**src/rtl/scalar_kalman_adc_smoother_core_macros.svh**
```systemverilog
// Assertion macros shared by the scalar Kalman smoother RTL
`ifndef SCALAR_KALMAN_ADC_SMOOTHER_CORE_MACROS_SVH
`define SCALAR_KALMAN_ADC_SMOOTHER_CORE_MACROS_SVH

// same-cycle implication, disabled during reset
`define SKAS_ASSERT_IMPL(label, ante, cons, msg) \
	label: assert property (@(posedge clk) disable iff (!arst_n) (ante) |-> (cons)) \
		else $error(msg);

// next-cycle implication, disabled during reset
`define SKAS_ASSERT_NEXT(label, ante, cons, msg) \
	label: assert property (@(posedge clk) disable iff (!arst_n) (ante) |=> (cons)) \
		else $error(msg);

`endif

```
**src/rtl/skas_pkg.sv**
```systemverilog
// Shared constants, codes and control types of the scalar Kalman smoother
package skas_pkg;

	localparam int ADC_BITS_DEF = 12;
	localparam int ADC_BITS_MAX = 16;
	localparam int SAMPLE_W     = 12;
	localparam int FRAC_EST     = 16;
	localparam int GAIN_FRAC    = 24;
	localparam int GAIN_W       = 25;
	localparam int NOISE_W      = 32;
	localparam int THR_W        = 12;
	localparam int WEIGHT_W     = 16;
	localparam int MUL_A_W      = 32;
	localparam int MUL_B_W      = 25;
	localparam int PROD_W       = 57;
	localparam int CMP_W        = 33;
	localparam int DIV_STEPS    = GAIN_W;
	localparam int DIV_CNT_W    = $clog2(DIV_STEPS);
	localparam int CFG_IDX_W    = 2;
	localparam int CFG_DATA_W   = 32;

	localparam logic [GAIN_W-1:0]   ONE_GAIN = 25'h100_0000;
	localparam logic [NOISE_W-1:0]  PROCESS_NOISE_RST     = 32'd1678;
	localparam logic [NOISE_W-1:0]  MEASUREMENT_NOISE_RST = 32'd83886080;
	localparam logic [THR_W-1:0]    JUMP_THRESHOLD_RST    = 12'd10;
	localparam logic [WEIGHT_W-1:0] BLEND_WEIGHT_RST      = 16'd25035;

	typedef enum logic [CFG_IDX_W-1:0] {
		REG_PROCESS_NOISE,
		REG_MEASUREMENT_NOISE,
		REG_JUMP_THRESHOLD,
		REG_BLEND_WEIGHT
	} cfg_reg_t;

	typedef enum logic [2:0] {
		ST_IDLE,
		ST_PREP,
		ST_BLEND,
		ST_DIVIDE,
		ST_GAIN,
		ST_VAR,
		ST_COMMIT,
		ST_OUTPUT
	} state_t;

	typedef enum logic [1:0] {
		MUL_OLD,
		MUL_SW,
		MUL_GAIN,
		MUL_VAR
	} mul_sel_t;

	typedef struct packed {
		logic     load;
		logic     prep;
		logic     acc_load;
		logic     mul_en;
		mul_sel_t mul_sel;
		logic     blend_add;
		logic     div_step;
		logic     corr_load;
		logic     commit;
		logic     out_load;
	} cmd_t;

	typedef struct packed {
		logic div_done;
	} status_t;

endpackage

```
**src/rtl/skas_ctrl.sv**
```systemverilog
// Sequencer of the scalar Kalman smoother: handshakes and step commands
`include "scalar_kalman_adc_smoother_core_macros.svh"

module skas_ctrl (
	input  logic               clk,
	input  logic               arst_n,
	input  logic               sample_valid,
	output logic               sample_stall,
	output logic               result_valid,
	input  logic               result_stall,
	input  skas_pkg::status_t  status,
	output skas_pkg::cmd_t     cmd
);

	skas_pkg::state_t state_q, state_d;
	logic             res_valid_q;
	logic             out_free;

	assign out_free     = !res_valid_q || !result_stall;
	assign result_valid = res_valid_q;

	always_ff @(posedge clk or negedge arst_n) begin
		if (!arst_n) begin
			state_q     <= skas_pkg::ST_IDLE;
			res_valid_q <= 1'b0;
		end else begin
			state_q <= state_d;
			if (cmd.out_load) begin
				res_valid_q <= 1'b1;
			end else if (!result_stall) begin
				res_valid_q <= 1'b0;
			end
		end
	end

	always_comb begin
		state_d      = state_q;
		cmd          = '0;
		cmd.mul_sel  = skas_pkg::MUL_OLD;
		sample_stall = 1'b1;
		case (state_q)
			skas_pkg::ST_IDLE: begin
				sample_stall = 1'b0;
				if (sample_valid) begin
					cmd.load = 1'b1;
					state_d  = skas_pkg::ST_PREP;
				end
			end
			skas_pkg::ST_PREP: begin
				cmd.prep    = 1'b1;
				cmd.mul_en  = 1'b1;
				cmd.mul_sel = skas_pkg::MUL_OLD;
				state_d     = skas_pkg::ST_BLEND;
			end
			skas_pkg::ST_BLEND: begin
				cmd.acc_load = 1'b1;
				cmd.mul_en   = 1'b1;
				cmd.mul_sel  = skas_pkg::MUL_SW;
				state_d      = skas_pkg::ST_DIVIDE;
			end
			skas_pkg::ST_DIVIDE: begin
				cmd.div_step  = 1'b1;
				cmd.blend_add = 1'b1;
				if (status.div_done) begin
					state_d = skas_pkg::ST_GAIN;
				end
			end
			skas_pkg::ST_GAIN: begin
				cmd.mul_en  = 1'b1;
				cmd.mul_sel = skas_pkg::MUL_GAIN;
				state_d     = skas_pkg::ST_VAR;
			end
			skas_pkg::ST_VAR: begin
				cmd.corr_load = 1'b1;
				cmd.mul_en    = 1'b1;
				cmd.mul_sel   = skas_pkg::MUL_VAR;
				state_d       = skas_pkg::ST_COMMIT;
			end
			skas_pkg::ST_COMMIT: begin
				cmd.commit = 1'b1;
				state_d    = skas_pkg::ST_OUTPUT;
			end
			skas_pkg::ST_OUTPUT: begin
				// hold until the result register is free
				if (out_free) begin
					cmd.out_load = 1'b1;
					state_d      = skas_pkg::ST_IDLE;
				end
			end
			default: begin
				state_d = skas_pkg::ST_IDLE;
			end
		endcase
	end

	`SKAS_ASSERT_NEXT(a_accept_starts_prep, sample_valid && !sample_stall, state_q == skas_pkg::ST_PREP, "accepted request did not start processing")
	`SKAS_ASSERT_IMPL(a_no_result_overwrite, cmd.out_load, !res_valid_q || !result_stall, "result overwritten while stalled")
	`SKAS_ASSERT_NEXT(a_commit_then_output, cmd.commit, state_q == skas_pkg::ST_OUTPUT, "commit not followed by output step")

endmodule

```
**src/rtl/skas_datapath.sv**
```systemverilog
// Datapath of the scalar Kalman smoother: registers, multiplier, gain divider
`include "scalar_kalman_adc_smoother_core_macros.svh"

module skas_datapath #(
	parameter int ADC_BITS = skas_pkg::ADC_BITS_DEF
) (
	input  logic                                clk,
	input  logic                                arst_n,
	input  logic                                cfg_valid,
	input  logic [skas_pkg::CFG_IDX_W-1:0]      cfg_index,
	input  logic [skas_pkg::CFG_DATA_W-1:0]     cfg_data,
	input  logic [skas_pkg::SAMPLE_W-1:0]       sample,
	output logic [skas_pkg::SAMPLE_W-1:0]       filtered,
	output logic                                jumped,
	input  skas_pkg::cmd_t                      cmd,
	output skas_pkg::status_t                   status
);

	localparam int EST_W = ADC_BITS + skas_pkg::FRAC_EST;
	localparam int ACC_W = skas_pkg::PROD_W;
	localparam logic [ADC_BITS-1:0] ADC_MAX = '1;
	localparam logic [EST_W-1:0] EST_MAX = {ADC_MAX, {skas_pkg::FRAC_EST{1'b0}}};
	localparam logic [EST_W:0] HALF_EST = (EST_W+1)'(1) << (skas_pkg::FRAC_EST - 1);
	localparam logic [ACC_W-1:0] HALF_BLEND = ACC_W'(1) << (skas_pkg::FRAC_EST - 1);
	localparam logic [ACC_W-1:0] HALF_GAIN = ACC_W'(1) << (skas_pkg::GAIN_FRAC - 1);

	logic [skas_pkg::NOISE_W-1:0]  q_noise_q, r_noise_q;
	logic [skas_pkg::THR_W-1:0]    thr_q;
	logic [skas_pkg::WEIGHT_W-1:0] w_q;

	logic [EST_W-1:0]              est_q;
	logic [skas_pkg::NOISE_W-1:0]  var_q;
	logic [skas_pkg::DIV_CNT_W-1:0] cnt_q;

	logic [ADC_BITS-1:0]           s_q;
	logic [EST_W-1:0]              old_q, mag_q, prior_q, corr_q;
	logic [skas_pkg::NOISE_W-1:0]  p_q;
	logic [skas_pkg::NOISE_W:0]    denom_q, rem_q;
	logic                          dzero_q, jump_q, neg_q;
	logic [skas_pkg::PROD_W-1:0]   prod_q;
	logic [ACC_W-1:0]              acc_q;
	logic [skas_pkg::GAIN_W-1:0]   quot_q;
	logic [skas_pkg::SAMPLE_W-1:0] filtered_q;
	logic                          jumped_q;

	logic [skas_pkg::ADC_BITS_MAX-1:0] sample_wide;
	logic [ADC_BITS-1:0]           s_in;
	logic [skas_pkg::NOISE_W:0]    p_sum;
	logic [skas_pkg::NOISE_W-1:0]  p_sat;
	logic [EST_W-1:0]              s_fx, diff_mag;
	logic [skas_pkg::CMP_W-1:0]    thr_fx;
	logic                          jump_c;
	logic [skas_pkg::WEIGHT_W:0]   wcomp;
	logic [skas_pkg::GAIN_W-1:0]   gain, gain_comp;
	logic [skas_pkg::MUL_A_W-1:0]  mul_a;
	logic [skas_pkg::MUL_B_W-1:0]  mul_b;
	logic [skas_pkg::PROD_W-1:0]   mul_p;
	logic [ACC_W-1:0]              blend_sum;
	logic                          nbit;
	logic [skas_pkg::NOISE_W+1:0]  rem_sh, rem_next;
	logic                          rem_ge;
	logic [ACC_W-1:0]              corr_sum;
	logic signed [EST_W+1:0]       prior_x, corr_x, nxt;
	logic [EST_W-1:0]              est_clamp;
	logic [EST_W:0]                rnd;
	logic [ADC_BITS:0]             rnd_cnt;
	logic [ADC_BITS-1:0]           fout;
	logic [skas_pkg::ADC_BITS_MAX-1:0] fout_wide;

	assign sample_wide = skas_pkg::ADC_BITS_MAX'(sample);
	assign s_in        = sample_wide[ADC_BITS-1:0];

	assign p_sum = {1'b0, var_q} + {1'b0, q_noise_q};
	assign p_sat = p_sum[skas_pkg::NOISE_W] ? '1 : p_sum[skas_pkg::NOISE_W-1:0];

	assign s_fx     = {s_q, {skas_pkg::FRAC_EST{1'b0}}};
	assign diff_mag = (old_q >= s_fx) ? (old_q - s_fx) : (s_fx - old_q);
	assign thr_fx   = skas_pkg::CMP_W'(thr_q) << skas_pkg::FRAC_EST;
	assign jump_c   = skas_pkg::CMP_W'(diff_mag) >= thr_fx;
	assign wcomp    = {1'b1, {skas_pkg::WEIGHT_W{1'b0}}} - {1'b0, w_q};

	assign gain      = dzero_q ? '0 : quot_q;
	assign gain_comp = skas_pkg::ONE_GAIN - gain;

	always_comb begin
		case (cmd.mul_sel)
			skas_pkg::MUL_OLD: begin
				mul_a = skas_pkg::MUL_A_W'(old_q);
				mul_b = skas_pkg::MUL_B_W'(wcomp);
			end
			skas_pkg::MUL_SW: begin
				mul_a = skas_pkg::MUL_A_W'(s_q);
				mul_b = skas_pkg::MUL_B_W'(w_q);
			end
			skas_pkg::MUL_GAIN: begin
				mul_a = skas_pkg::MUL_A_W'(mag_q);
				mul_b = gain;
			end
			skas_pkg::MUL_VAR: begin
				mul_a = p_q;
				mul_b = gain_comp;
			end
			default: begin
				mul_a = '0;
				mul_b = '0;
			end
		endcase
	end

	assign mul_p = mul_a * mul_b;

	assign blend_sum = acc_q + (prod_q << skas_pkg::FRAC_EST) + HALF_BLEND;

	// long division of P * 2^24 by P + R, one quotient bit per step
	assign nbit     = (cnt_q == skas_pkg::DIV_CNT_W'(skas_pkg::DIV_STEPS - 1)) ? p_q[0] : 1'b0;
	assign rem_sh   = {rem_q, nbit};
	assign rem_ge   = rem_sh >= {1'b0, denom_q};
	assign rem_next = rem_ge ? (rem_sh - {1'b0, denom_q}) : rem_sh;

	assign status.div_done = (cnt_q == '0);

	assign corr_sum = prod_q + HALF_GAIN;

	assign prior_x = $signed({2'b00, prior_q});
	assign corr_x  = $signed({2'b00, corr_q});
	assign nxt     = neg_q ? (prior_x - corr_x) : (prior_x + corr_x);

	always_comb begin
		if (nxt[EST_W+1]) begin
			est_clamp = '0;
		end else if (nxt > $signed({2'b00, EST_MAX})) begin
			est_clamp = EST_MAX;
		end else begin
			est_clamp = nxt[EST_W-1:0];
		end
	end

	assign rnd       = {1'b0, est_q} + HALF_EST;
	assign rnd_cnt   = rnd[EST_W:skas_pkg::FRAC_EST];
	assign fout      = rnd_cnt[ADC_BITS] ? ADC_MAX : rnd_cnt[ADC_BITS-1:0];
	assign fout_wide = skas_pkg::ADC_BITS_MAX'(fout);

	always_ff @(posedge clk or negedge arst_n) begin
		if (!arst_n) begin
			q_noise_q <= skas_pkg::PROCESS_NOISE_RST;
			r_noise_q <= skas_pkg::MEASUREMENT_NOISE_RST;
			thr_q     <= skas_pkg::JUMP_THRESHOLD_RST;
			w_q       <= skas_pkg::BLEND_WEIGHT_RST;
			est_q     <= '0;
			var_q     <= '0;
			cnt_q     <= '0;
		end else begin
			if (cfg_valid) begin
				case (skas_pkg::cfg_reg_t'(cfg_index))
					skas_pkg::REG_PROCESS_NOISE:     q_noise_q <= cfg_data[skas_pkg::NOISE_W-1:0];
					skas_pkg::REG_MEASUREMENT_NOISE: r_noise_q <= cfg_data[skas_pkg::NOISE_W-1:0];
					skas_pkg::REG_JUMP_THRESHOLD:    thr_q     <= cfg_data[skas_pkg::THR_W-1:0];
					skas_pkg::REG_BLEND_WEIGHT:      w_q       <= cfg_data[skas_pkg::WEIGHT_W-1:0];
					default: begin
					end
				endcase
			end
			if (cmd.prep) begin
				cnt_q <= skas_pkg::DIV_CNT_W'(skas_pkg::DIV_STEPS - 1);
			end else if (cmd.div_step && cnt_q != '0) begin
				cnt_q <= cnt_q - 1'b1;
			end
			if (cmd.commit) begin
				est_q <= est_clamp;
				var_q <= prod_q[skas_pkg::GAIN_FRAC+skas_pkg::NOISE_W-1:skas_pkg::GAIN_FRAC];
			end
		end
	end

	always_ff @(posedge clk) begin
		if (cmd.load) begin
			s_q   <= s_in;
			old_q <= est_q;
			p_q   <= p_sat;
		end
		if (cmd.prep) begin
			denom_q <= {1'b0, p_q} + {1'b0, r_noise_q};
			dzero_q <= (p_q == '0) && (r_noise_q == '0);
			rem_q   <= {2'b00, p_q[skas_pkg::NOISE_W-1:1]};
			jump_q  <= jump_c;
			neg_q   <= old_q > s_fx;
			mag_q   <= diff_mag;
		end
		if (cmd.acc_load) begin
			acc_q <= prod_q;
		end
		if (cmd.mul_en) begin
			prod_q <= mul_p;
		end
		if (cmd.blend_add) begin
			prior_q <= jump_q ? blend_sum[EST_W+skas_pkg::FRAC_EST-1:skas_pkg::FRAC_EST] : old_q;
		end
		if (cmd.div_step) begin
			rem_q  <= rem_next[skas_pkg::NOISE_W:0];
			quot_q <= {quot_q[skas_pkg::GAIN_W-2:0], rem_ge};
		end
		if (cmd.corr_load) begin
			corr_q <= corr_sum[EST_W+skas_pkg::GAIN_FRAC-1:skas_pkg::GAIN_FRAC];
		end
		if (cmd.out_load) begin
			filtered_q <= fout_wide[skas_pkg::SAMPLE_W-1:0];
			jumped_q   <= jump_q;
		end
	end

	assign filtered = filtered_q;
	assign jumped   = jumped_q;

	`SKAS_ASSERT_IMPL(a_est_in_range, 1'b1, est_q <= EST_MAX, "estimate beyond ADC range")
	`SKAS_ASSERT_IMPL(a_gain_in_range, cmd.mul_en && cmd.mul_sel == skas_pkg::MUL_GAIN, gain <= skas_pkg::ONE_GAIN, "gain above one")
	`SKAS_ASSERT_IMPL(a_div_rem_below_denom, cmd.div_step && !dzero_q, rem_next < {1'b0, denom_q}, "divider remainder not below denominator")

endmodule

```
**src/rtl/scalar_kalman_adc_smoother_core.sv**
```systemverilog
// Top level of the scalar Kalman ADC smoother
// One sample is processed at a time: a new sample is taken only after the previous
// one has passed the 25-step serial gain divider and been loaded for output.
// A finished result waits in its output register while the next sample is taken.
// Reset: estimate and variance clear to zero, noise, threshold and weight
// registers load their defaults, no result is pending.
module scalar_kalman_adc_smoother_core #(
	parameter int ADC_BITS = skas_pkg::ADC_BITS_DEF
) (
	input  logic                              clk,
	input  logic                              arst_n,
	input  logic                              sample_valid,
	output logic                              sample_stall,
	input  logic [skas_pkg::SAMPLE_W-1:0]     sample,
	output logic                              result_valid,
	input  logic                              result_stall,
	output logic [skas_pkg::SAMPLE_W-1:0]     filtered,
	output logic                              jumped,
	input  logic                              cfg_valid,
	output logic                              cfg_ready,
	input  logic [skas_pkg::CFG_IDX_W-1:0]    cfg_index,
	input  logic [skas_pkg::CFG_DATA_W-1:0]   cfg_data
);

	skas_pkg::cmd_t    cmd;
	skas_pkg::status_t status;

	assign cfg_ready = 1'b1;

	skas_ctrl u_ctrl (
		.clk          (clk),
		.arst_n       (arst_n),
		.sample_valid (sample_valid),
		.sample_stall (sample_stall),
		.result_valid (result_valid),
		.result_stall (result_stall),
		.status       (status),
		.cmd          (cmd)
	);

	skas_datapath #(
		.ADC_BITS (ADC_BITS)
	) u_datapath (
		.clk       (clk),
		.arst_n    (arst_n),
		.cfg_valid (cfg_valid && cfg_ready),
		.cfg_index (cfg_index),
		.cfg_data  (cfg_data),
		.sample    (sample),
		.filtered  (filtered),
		.jumped    (jumped),
		.cmd       (cmd),
		.status    (status)
	);

endmodule

```
**config.mk**
```make
export PLATFORM = sky130hd
export DESIGN_NAME = scalar_kalman_adc_smoother_core
export DESIGN_NICKNAME = d
export VERILOG_FILES = /design/src/rtl/skas_pkg.sv /design/src/rtl/skas_ctrl.sv /design/src/rtl/skas_datapath.sv /design/src/rtl/scalar_kalman_adc_smoother_core.sv
export VERILOG_INCLUDE_DIRS = /design/src /design/src/rtl
export SDC_FILE = /design/constraint.sdc
export NUM_CORES = 2
export LEC_CHECK = 0
export BUFFER_PORTS_ARGS = -buffer_cell sky130_fd_sc_hd__clkbuf_2
export CAP_MARGIN = 5
export CORE_MARGIN = 3
export CORE_UTILIZATION = 65
export CTS_CLUSTER_DIAMETER = 60
export DETAILED_ROUTE_END_ITERATION = 10
export PLACE_DENSITY = 0.79
export SETUP_SLACK_MARGIN = 0.02
export SLEW_MARGIN = 15
export SYNTH_ARGS = -nofsm -noshare
export SYNTH_HDL_FRONTEND = slang
export SYNTH_SLANG_ARGS = --single-unit
```
**constraint.sdc**
```tcl
create_clock -name clk -period 25 [get_ports clk]
set_input_delay 2.5 -clock clk [delete_from_list [all_inputs] [get_ports clk]]
set_output_delay 2.5 -clock clk [all_outputs]
set_load 0.02 [all_outputs]
```
==> results.cfg <==
[run_status]
run_status = finished clean

[timing]
period_needed_ns = 12.11
period_share_pct = 48.4
rsz0062_at_grt = false
hold_violations = 0
drv_slew = 0
worst_pin_slew_ns = 1.32
fin_skew_ns = 0.0678
fin_setup_tns_ns = 0
max-slew-margin-rel_pct = 11.7
setup_viol = 0
fmax_mhz = 82.6

[critical_path]
worstPathArrival_ns = 12.45
crit_required_ns = 25.34
crit_path_max_fanout = 41
crit_path_frequent_cell = fa_1
startpoint_type = register
end_kind = register
slowest_delay_ns = 0.77
worstSetupPathType = register to register
cp_slowest_cell = a21o_1
rr_worst_depth = 32

[cts]
cts_buffers = 54
path_clk_slew_ns = 0.07
clock_tree.root_cell = clkbuf_16
cts_sinks = 509
cts_resized = 0
cts_tree = yes
cts.path.max_buffers = 3
postCtsSetupRepairBufs = 0
cts-htree-levels = 2
postCtsHoldBufs = 0
insertion_delay_ns = 0.64

[grt]
gr-usage-all-layers_pct = 38.9
grt_max_degree = 87
antenna_found_initial = 4
grt_pass1_vias = 44800
grt_overflow = 0
grt_pass1_wl_mm = 265

[logic_synthesis]
syn-num-nets = 7109
syn_inst = 5954
netlist.area_leader.share_pct = 24.6
synth_seq_area_share_pct = 25.7
synth.distinct_cells = 92
postSynth.asyncResetShare_pct = 31.6
yosysTopAreaCell = fa_1
synth_common_cells = inv_1, fa_1, nand2_1, nor2_1, ha_1
synthTopCellsByArea = fa_1, edfxtp_1, ha_1
yosysMostFrequentCell = inv_1
synth_ff_type = edfxtp_1
synth_edf_count = 348
synth_area_um2 = 56300
yosys_warnings = 0
syn_area_per_cell_um2 = 9.46
ys_ff_latch = 509

[floorplan]
die_h_um = 300
rows = 107
initial_core_util_pct = 65.8
dieArea_um2 = 90200
pin_count = 67
fp.coreArea_um2 = 85500
die_w_um = 300

[placement]
gp_congestion = 1.06
numPortBuffers = 65
place_hpwl_mm = 137

[layout]
synthToLayoutAreaGrowth_pct = 6.29
fin_nets = 7080
layout-drive-gt1-share_pct = 8.02

[routing]
ant_nets = 0
remaining_drc_errors = 0
avgViaCountPerCell = 6.30
vias = 44900
routed_wl_mm = 174
drt_iter0_markers = 4785
dr.pass1.iters = 6
wl_per_cell_um = 24.4

[hold_path]
hold_path_class = register to register
whs_path_depth = 0

[job]
drv_cap = 0
[routing by layer]
metal	vias to the layer above	GRT usage [%]	part of all wire (%)
met3	597	10.3	12
met5	-	0	0
met4	0	21.3	6.9
met2	2517	58.6	44
li1	19600	-	-
met1	22200	51.8	37
[metrics by stage]
step           cell area (µm²)  worst slack [ns]  cells  utilization [%]  hold slack (ns)
2_1_floorplan            56300             15.30   5954                -            0.423
3_3_place_gp             58000             13.38   7013             67.8            0.431
3_5_place_dp             58000             13.20   7013             67.8            0.431
4_1_cts                  59900             13.18   7115             70.0            0.445
5_1_grt                  59900             12.40   7115             70.0            0.449
6_report                 59900             12.89   7116             70.0            0.448
[critical path, delay by kind of cell, from the launching register on]
family / cells / cell delay [ns]
AOI/OAI and AO/OA: 7 / 2.73
xor gates and xnor gates: 1 / 0.13
adders and majority gates: 9 / 4.10
buffers and inverters: 8 / 1.01
DFF: 1 / 0.40
and+or+nand+nor: 7 / 3.40
[sequential cells by signal, summed over array words and instances, names as in the netlist, 16 cells and up]
name / flops
u_datapath.acc_q: 29
u_datapath.corr_q: 28
u_datapath.denom_q: 33
u_datapath.est_q: 28
u_datapath.mag_q: 28
u_datapath.old_q: 28
u_datapath.p_q: 32
u_datapath.prior_q: 28
u_datapath.prod_q: 56
u_datapath.q_noise_q: 32
u_datapath.quot_q: 25
u_datapath.r_noise_q: 32
u_datapath.rem_q: 33
u_datapath.var_q: 32
u_datapath.w_q: 16
[cells in the final DEF, fill, tap and decap left out, types with 17 or more instances in the layout]
cell and n:
a31oi_1 30, a21o_1 112, nor4_1 32, mux2_2 138, nand2b_1 77, inv_1 965, xnor2_1 161, a211oi_1 41
nand4_1 42, a22o_1 17, dfrtp_1 143, nor2_1 617, a21oi_1 231, clkbuf_2 64, o21bai_1 35, fa_1 693
buf_4 93, and2_1 28, ha_1 411, or3_1 38, nand2_1 621, mux2i_1 42, edfxtp_1 348, o21a_1 48
nor2b_1 38, o21ai_0 197, o211ai_1 24, o31ai_1 24, dfstp_2 18, xor2_1 81, nand3_1 60, clkbuf_16 57
o41ai_1 17, nor3_1 72, and3_1 32
[worst paths after layout]
check	from	end	slack, ns
worst max register to register	u_ctrl.state_q[1]$_DFFE_PN0P_	u_datapath.prod_q[55]$_DFFE_PP_	12.89
max in group asynchronous	arst_n	u_datapath.w_q[11]$_DFFE_PN0P_	21.50
worst max-delay path	u_ctrl.state_q[1]$_DFFE_PN0P_	u_datapath.prod_q[55]$_DFFE_PP_	12.89
min in group asynchronous	arst_n	u_datapath.r_noise_q[30]$_DFFE_PN0P_	1.92
worst min register to register	u_datapath.est_q[0]$_DFFE_PN0P_	u_datapath.old_q[0]$_DFFE_PP_	0.45
worst min-delay path	u_datapath.est_q[0]$_DFFE_PN0P_	u_datapath.old_q[0]$_DFFE_PP_	0.45
[cells by family after synthesis]
kind of cell / Yosys count / share of synthesized area [%]
DFF: 509 / 25.7
and+or+nand+nor: 1725 / 13.6
AOI/OAI and AO/OA: 981 / 11.5
xor gates and xnor gates: 242 / 3.76
adders and majority gates: 1104 / 33.8
muxes: 180 / 3.50
buffers and inverters: 1212 / 8.14
other: 1 / 0.00666
[area by class of cell]
| type | count | area [µm²] |
|---|---|---|
| Sequential cell | 509 | 14500 |
| Inverter | 969 | 3640 |
| Fill cell | 6523 | 25700 |
| Antenna cell | 1 | 2.50 |
| Timing Repair Buffer | 158 | 1030 |
| Clock buffer | 67 | 1510 |
| Tap cell | 1144 | 1430 |
| Multi-Input combinational cell | 4233 | 37400 |
| Clock inverter | 35 | 357 |
Power is not shown: default switching activity piles up to over one toggle a cycle in this logic, so the estimate is an artifact.
